**config.mk**
```make
export PLATFORM = sky130hd
export DESIGN_NAME = insertion_sorter_with_stats_unit
export DESIGN_NICKNAME = d
export VERILOG_FILES = /design/src/design/iss_pkg.sv /design/src/design/iss_cell.sv /design/src/design/iss_stats.sv /design/src/design/insertion_sorter_with_stats_unit.sv
export SDC_FILE = /design/constraint.sdc
export NUM_CORES = 2
export LEC_CHECK = 0
export BUFFER_PORTS_ARGS = -buffer_cell sky130_fd_sc_hd__buf_2
export CELL_PAD_IN_SITES_DETAIL_PLACEMENT = 1
export CELL_PAD_IN_SITES_GLOBAL_PLACEMENT = 2
export CORE_MARGIN = 2
export CORE_UTILIZATION = 45
export DETAILED_ROUTE_END_ITERATION = 12
export HOLD_SLACK_MARGIN = 0.15
export MAX_ROUTING_LAYER = met4
export PLACE_DENSITY_LB_ADDON = 0.1
export SLEW_MARGIN = 20
export SYNTH_ARGS = -nofsm -noshare
export SYNTH_HDL_FRONTEND = slang
export SYNTH_SLANG_ARGS = --single-unit
export TNS_END_PERCENT = 5
```
**constraint.sdc**
```tcl
create_clock -name clk_i -period 18.18 [get_ports clk_i]
set_input_delay 0.909 -clock clk_i [delete_from_list [all_inputs] [get_ports clk_i]]
set_output_delay 0.909 -clock clk_i [all_outputs]
set_load 0.01 [all_outputs]
```
**src/design/iss_pkg.sv**
```systemverilog
// shared types and constants for the insertion sorter with statistics
`timescale 1ns / 1ps

package iss_pkg;

  localparam int unsigned VAL_W = 32;
  localparam int unsigned CMP_W = 9;
  localparam int unsigned MOV_W = 10;
  localparam int unsigned ACC_W = 11;
  localparam logic [CMP_W-1:0] CMP_MAX = 9'd511;
  localparam logic [MOV_W-1:0] MOV_MAX = 10'd1023;

  // what one cell sees of its neighbour
  typedef struct packed {
    logic signed [VAL_W-1:0] value;
    logic                    valid;
    logic                    shift;
  } link_t;

  typedef struct packed {
    logic ins;
    logic drain;
  } cell_ctrl_t;

  typedef struct packed {
    logic ins;
    logic drop;
    logic clear;
  } stat_ctrl_t;

endpackage

```
**src/design/iss_cell.sv**
```systemverilog
// one cell of the sorting chain: holds a value, shifts up on insert, down on drain
`timescale 1ns / 1ps

module iss_cell
  import iss_pkg::*;
(
  input  logic                    clk_i,
  input  logic                    rst_ni,
  input  cell_ctrl_t              ctrl_i,
  input  logic signed [VAL_W-1:0] key_i,
  input  link_t                   left_i,
  input  link_t                   right_i,
  output link_t                   link_o
);

  logic signed [VAL_W-1:0] value_q, value_d;
  logic                    valid_q, valid_d;
  logic                    shift;

  // an empty cell behaves as +inf, so the key lands after equal values
  assign shift = !valid_q || (value_q > key_i);

  always_comb begin
    value_d = value_q;
    valid_d = valid_q;
    if (ctrl_i.drain) begin
      value_d = right_i.value;
      valid_d = right_i.valid;
    end else if (ctrl_i.ins) begin
      if (shift) begin
        value_d = left_i.shift ? left_i.value : key_i;
      end
      valid_d = valid_q | left_i.valid;
    end
  end

  always_ff @(posedge clk_i or negedge rst_ni) begin
    if (!rst_ni) begin
      valid_q <= 1'b0;
    end else begin
      valid_q <= valid_d;
    end
  end

  always_ff @(posedge clk_i) begin
    value_q <= value_d;
  end

  assign link_o.value = value_q;
  assign link_o.valid = valid_q;
  assign link_o.shift = shift;

endmodule

```
**src/design/iss_stats.sv**
```systemverilog
// occupancy, comparison and move counters, overflow flag
`timescale 1ns / 1ps

module iss_stats
  import iss_pkg::*;
#(
  parameter int unsigned DEPTH = 32
) (
  input  logic                             clk_i,
  input  logic                             rst_ni,
  input  stat_ctrl_t                       ctrl_i,
  input  logic [DEPTH-1:0]                 shift_i,
  output logic [$clog2(DEPTH+1)-1:0]       occ_o,
  output logic                             full_o,
  output logic [CMP_W-1:0]                 cmp_sum_o,
  output logic [MOV_W-1:0]                 mov_sum_o,
  output logic                             ovf_o
);

  localparam int unsigned OCC_W = $clog2(DEPTH+1);

  logic [OCC_W-1:0] occ_q, occ_d;
  logic [CMP_W-1:0] cmp_q, cmp_d;
  logic [MOV_W-1:0] mov_q, mov_d;
  logic             ovf_q, ovf_d;

  logic [OCC_W-1:0] pos;
  logic [OCC_W-1:0] greater;
  logic [ACC_W-1:0] cmp_sum, mov_sum;

  // the shift flags form a thermometer; its edge gives the insert position
  always_comb begin
    pos = '0;
    for (int k = 0; k < DEPTH; k++) begin
      if (shift_i[k] && (k == 0 || !shift_i[(k == 0) ? 0 : k-1])) begin
        pos = pos | OCC_W'(k);
      end
    end
  end

  assign greater = occ_q - pos;
  assign cmp_sum = ACC_W'(cmp_q) + ACC_W'(greater) + ACC_W'(pos != '0);
  assign mov_sum = ACC_W'(mov_q) + ACC_W'(greater) + ACC_W'(2);

  always_comb begin
    occ_d = occ_q;
    cmp_d = cmp_q;
    mov_d = mov_q;
    ovf_d = ovf_q;
    priority if (ctrl_i.clear) begin
      occ_d = '0;
      cmp_d = '0;
      mov_d = '0;
      ovf_d = 1'b0;
    end else if (ctrl_i.drop) begin
      ovf_d = 1'b1;
    end else if (ctrl_i.ins) begin
      occ_d = occ_q + OCC_W'(1);
      // first item of a run counts nothing
      if (occ_q != '0) begin
        cmp_d = (cmp_sum >= ACC_W'(CMP_MAX)) ? CMP_MAX : cmp_sum[CMP_W-1:0];
        mov_d = (mov_sum >= ACC_W'(MOV_MAX)) ? MOV_MAX : mov_sum[MOV_W-1:0];
      end
    end
  end

  always_ff @(posedge clk_i or negedge rst_ni) begin
    if (!rst_ni) begin
      occ_q <= '0;
      cmp_q <= '0;
      mov_q <= '0;
      ovf_q <= 1'b0;
    end else begin
      occ_q <= occ_d;
      cmp_q <= cmp_d;
      mov_q <= mov_d;
      ovf_q <= ovf_d;
    end
  end

  assign occ_o     = occ_q;
  assign full_o    = (occ_q == OCC_W'(DEPTH));
  assign cmp_sum_o = cmp_q;
  assign mov_sum_o = mov_q;
  assign ovf_o     = ovf_q;

endmodule

```
**src/design/insertion_sorter_with_stats_unit.sv**
```systemverilog
// insertion sorter top level: cell chain, statistics and stream ports
// loading: one value accepted per cycle, inserted by the chain in the same cycle unless full
// after the transaction marked last, the run drains from cell 0, one result per cycle while the
// sink is ready, the first result valid the cycle after; n stored values take n output transactions
// no input is taken while the run drains; the chain shift sets both rates
// reset clears valid bits, occupancy, counters and the overflow flag; cell data is not reset
`timescale 1ns / 1ps

module insertion_sorter_with_stats_unit
  import iss_pkg::*;
#(
  parameter int unsigned DEPTH = 32
) (
  input  logic        clk_i,
  input  logic        rst_ni,
  input  logic        s_axis_tvalid_i,
  output logic        s_axis_tready_o,
  input  logic [31:0] s_axis_tdata_i,   // value[31:0]
  input  logic        s_axis_tlast_i,   // is_final
  output logic        m_axis_tvalid_o,
  input  logic        m_axis_tready_i,
  // sorted_value[31:0], compare_total[40:32], move_total[50:41], overflowed[51], zero[55:52]
  output logic [55:0] m_axis_tdata_o,
  output logic        m_axis_tlast_o    // end_of_run
);

  localparam int unsigned OCC_W = $clog2(DEPTH+1);

  logic drain_q, drain_d;
  logic in_fire, out_fire, full;

  link_t            lnk [DEPTH];
  logic [DEPTH-1:0] shift_vec;
  logic [DEPTH-1:0] valid_vec;
  cell_ctrl_t       cell_ctrl;
  stat_ctrl_t       stat_ctrl;

  logic [OCC_W-1:0] occ;
  logic [CMP_W-1:0] cmp_sum;
  logic [MOV_W-1:0] mov_sum;
  logic             ovf;

  assign s_axis_tready_o = !drain_q;
  assign in_fire  = s_axis_tvalid_i && s_axis_tready_o;
  assign out_fire = m_axis_tvalid_o && m_axis_tready_i;

  assign cell_ctrl.ins   = in_fire && !full;
  assign cell_ctrl.drain = out_fire;

  assign stat_ctrl.ins   = in_fire && !full;
  assign stat_ctrl.drop  = in_fire && full;
  assign stat_ctrl.clear = out_fire && m_axis_tlast_o;

  always_comb begin
    drain_d = drain_q;
    if (in_fire && s_axis_tlast_i) begin
      drain_d = 1'b1;
    end else if (out_fire && m_axis_tlast_o) begin
      drain_d = 1'b0;
    end
  end

  always_ff @(posedge clk_i or negedge rst_ni) begin
    if (!rst_ni) begin
      drain_q <= 1'b0;
    end else begin
      drain_q <= drain_d;
    end
  end

  for (genvar k = 0; k < DEPTH; k++) begin : g_cell
    link_t left, right;

    if (k == 0) begin : g_first
      assign left = '{value: '0, valid: 1'b1, shift: 1'b0};
    end else begin : g_mid_l
      assign left = lnk[k-1];
    end

    if (k == DEPTH-1) begin : g_last
      assign right = '{value: '0, valid: 1'b0, shift: 1'b0};
    end else begin : g_mid_r
      assign right = lnk[k+1];
    end

    iss_cell u_cell (
      .clk_i   (clk_i),
      .rst_ni  (rst_ni),
      .ctrl_i  (cell_ctrl),
      .key_i   ($signed(s_axis_tdata_i)),
      .left_i  (left),
      .right_i (right),
      .link_o  (lnk[k])
    );

    assign shift_vec[k] = lnk[k].shift;
    assign valid_vec[k] = lnk[k].valid;
  end

  iss_stats #(
    .DEPTH (DEPTH)
  ) u_stats (
    .clk_i     (clk_i),
    .rst_ni    (rst_ni),
    .ctrl_i    (stat_ctrl),
    .shift_i   (shift_vec),
    .occ_o     (occ),
    .full_o    (full),
    .cmp_sum_o (cmp_sum),
    .mov_sum_o (mov_sum),
    .ovf_o     (ovf)
  );

  assign m_axis_tvalid_o = drain_q && valid_vec[0];
  assign m_axis_tlast_o  = drain_q && ((DEPTH > 1) ? !valid_vec[1] : 1'b1);
  assign m_axis_tdata_o  = {4'b0, ovf, mov_sum, cmp_sum, lnk[0].value};

  // input and drain never overlap
  a_no_overlap: assert property (@(posedge clk_i) disable iff (!rst_ni)
    m_axis_tvalid_o |-> !s_axis_tready_o)
    else $error("input ready while draining");

  // a dropped item only happens on a full store
  a_ovf_full: assert property (@(posedge clk_i) disable iff (!rst_ni)
    ovf |-> (occ == OCC_W'(DEPTH)))
    else $error("overflow flag set with free cells");

  a_occ_range: assert property (@(posedge clk_i) disable iff (!rst_ni)
    occ <= OCC_W'(DEPTH))
    else $error("occupancy above depth");

  // valid cells always form a prefix of the chain
  a_valid_prefix: assert property (@(posedge clk_i) disable iff (!rst_ni)
    ((valid_vec >> 1) & ~valid_vec) == '0)
    else $error("gap in the cell chain");

  a_run_cleared: assert property (@(posedge clk_i) disable iff (!rst_ni)
    (out_fire && m_axis_tlast_o) |=>
      (cmp_sum == '0 && mov_sum == '0 && !ovf && occ == '0 && !valid_vec[0]))
    else $error("run state not cleared after last result");

endmodule
```
==> summary.txt <==
Worst setup path
  – WP data required: 18.87 ns
  – Crit start category: input pin
  – Crit-path leading delay family: compound AO/OA/AOI/OAI gates
  – Kind of critical path: input pin to register
  – Slowest cell on the critical path: a2111oi_0
  – Critical path arrival: 10.21 ns
  – Top fanout value on the critical path: 25
  – CP peak stage delay: between 1 and 1.5 ns
  – Worst Setup End Kind: register
  – Most common cell on crit path: ha_1
  – CP bufs+invs: 5

Clocking
  – CTS clk-pin slew, worst paths: 0.06 ns
  – Hold_buf cts: 1
  – CTS max path bufs: 3
  – H-tree depth: 4
  – Post CTS Setup Buffer Count: 0
  – Clock Latency Late Sink: 0.81 ns
  – Resize count post-CTS: 0
  – Number of clock sinks: 1083
  – CTS tree: done
  – Root Buffer: clkbuf_16
  – TritonCTS buffer count: 140

Global route
  – Antenna violations before repair: 8
  – Most Crowded Layer GR: met2
  – Global Route met1 Usage: about half
  – Routing usage on met2: roughly 55%
  – Total grt overflow: 0
  – Vias in the first global route: 68.5k
  – Largest net degree at the start of global routing: 261
  – GRT met3 Usage: 5.91%
  – First-pass GRT wire length: 472000 um
  – Total GRT Usage: approximately 38%

Placement
  – Post-DP HPWL: 232000 um
  – Port Buf Inserts: 91
  – Gpl congestion: 0.940
  – Cell Count Post-Placement: 10.4k
  – Pre-CTS setup slack: 8.19 ns

Logic synthesis
  – Syn Area/Cell: around 9.3 um2
  – Number of synthesized flops with an enable pin: between 900 and 1k
  – Sequential element share of the synthesized area: between 40% and 50%
  – Synthesized instance count: 8359
  – Yosys cell types: 89
  – Main synth FF type: edfxtp_1
  – Synthesis-stage register bit count: 1083
  – Cell Area, Synth: 77500 um2
  – Yosys warnings: 0
  – FFs w/ async S/R, synth: 5.45%

STA
  – Fmax: 105 MHz
  – RSZ-0062 raised after global routing: no
  – Finish-stage setup viols: 0
  – Final Hold Fails: 0
  – Worst-Margin Slew: 1.16 ns
  – Worst Setup Slack, final: 8.66 ns
  – TNS Setup: 0 ns
  – Pins over their slew limit: 0
  – Clock skew: 0.0299 ns
  – Tmin final: 9.52 ns
  – Rel. slew slack: 22.9%
  – Part of the cycle the worst path needs: 52.3%

Finish
  – Non-Filler Instances: between 10k and 15k
  – Register Area: about 32000 um2
  – Final Util: 49.7%
  – P&R area growth vs syn: 9.93%
  – Commonest non-fill, non-tap cell in the layout: nand2_1
  – Share of layout cells above drive strength 1: under 10%
  – Most frequent cells in the layout: 1353 x nand2_1, 1128 x o21ai_0, 1052 x ha_1
  – Filler instances: just under 20k
  – Final #Nets: 9342
  – Multi-input gate area: 43500 um2

Detailed routing
  – Routed WL: 325000 um
  – Vias: 68.4k
  – DRT antenna net count: 0
  – Via/cell ratio: 6.41
  – Initial drt markers: 7167
  – Average routed wire per standard cell: between 30 and 40 um
  – Drt pass-1 iters: 6
  – Drc violations: 0

Outcome
  – Outcome: complete, no violations

Die
  – Die extent in x: 419 um
  – Boundary Pins: 96
  – Initial Util: 45.2%
  – Row cnt: 152
  – Chip height: 419 um
  – Core footprint: 171000 um2
  – Full die area: 176000 um2

Power and ir drop
  – Pwr/cell area: 70.7 nW/um2
  – Max IR drop VDD: 0.0973 mV
  – Leakage: 33.7 nW

Worst hold path
  – Worst hold path class: input pin to register

Flow run
  – Maximum capacitance violations: 0
[cells in the mapped netlist (17+ instances only)]
cell type	count	share of area (%)
nand2_1	1366	6.6
o21ai_0	1142	7.4
ha_1	1052	17
edfxtp_1	992	38
a21oi_1	937	6.1
nor2_1	629	3.0
mux2i_1	499	6.4
clkbuf_1	449	2.2
nand4_1	204	1.6
inv_1	102	0.49
nand3_1	98	0.63
a21o_1	79	0.77
a211oi_1	78	0.76
dfrtp_1	59	1.9
buf_2	57	0.37
nor4_1	50	0.40
a31oi_1	43	0.35
nor2b_1	40	0.32
o211ai_1	40	0.39
nor3_1	36	0.23
dfxtp_1	32	0.83
clkinv_1	31	0.15
a221oi_1	27	0.31
and3_1	21	0.17
nand2b_1	19	0.15
a211o_1	17	0.19
[sequential cells by signal, summed over array words and instances (netlist names)]
name,count
u_stats.mov_sum_o,10
u_stats.ovf_o,1
g_cell.u_cell.value_q,1024
u_stats.occ_o,6
g_cell.u_cell.valid_q,32
drain_q,1
u_stats.cmp_sum_o,9
[final timing paths]
| check | startpoint | end | slack (ns) | depth (start not counted) |
|---|---|---|---|---|
| setup / recovery | s_axis_tdata_i[13] | u_stats.mov_sum_o[7] | 8.66 | 28 |
| hold / removal | s_axis_tlast_i | drain_q | 0.32 | 3 |
| setup reg to reg | g_cell[19].u_cell.value_q[14] | u_stats.mov_sum_o[7] | 9.78 | 23 |
| hold reg to reg | u_stats.ovf_o | u_stats.ovf_o | 0.49 | 2 |
| max in group asynchronous | rst_ni | g_cell[25].u_cell.valid_q | 16.26 | 3 |
| min in group asynchronous | rst_ni | u_stats.occ_o[3] | 0.58 | 2 |
[area by class of cell]
cell class	count	share of cell area, %
clock inverters	65	0.721
flip-flops and latches	1083	37.5
well taps	2310	3.39
clock buffers	194	4.61
multi-input cells	6628	51.1
repair buffers	263	2.15
inverters	134	0.596
diodes	5	0.0147
[layer usage]
layer	wire length [um]	vias up
li1	-	30700
met3	26200	611
met2	139000	2671
met4	15300	0
met5	0	-
met1	144000	34400
[logic make-up after synthesis]
group	Yosys count	synth area share [%]
AOI/OAI and AO/OA	2496	17.6
adders and majority gates	1056	17.1
muxes	501	6.47
buffers and inverters	651	3.28
DFF	1083	41.2
xor gates and xnor gates	22	0.249
and+or+nand+nor	2549	14.1
other	1	0.00484
[per-stage QoR]
stage,instance area (um2),total power [mW],hold WS (ns)
3_3_place_gp,80600,3.18,0.476
6_report,85200,6.03,0.318
4_1_cts,85200,6.04,0.271
3_5_place_dp,80600,3.20,0.478
2_1_floorplan,77500,2.99,0.464
5_1_grt,85200,6.17,0.327
[tightest hold or removal path, stage by stage]
cell and delay [ns]:
buf_2 0.07, nand2_1 0.03, o21ai_0 0.06
[where the power goes]
group / total (mW) / switching (mW) / internal [mW]
Sequential: 2.68 / 0 / 2.68
Combinational: 0.481 / 0.345 / 0.136
Clock: 2.86 / 1.20 / 1.67
Total: 6.03 / 1.54 / 4.48
No activity file was read; power rests on OpenSTA's default activity.
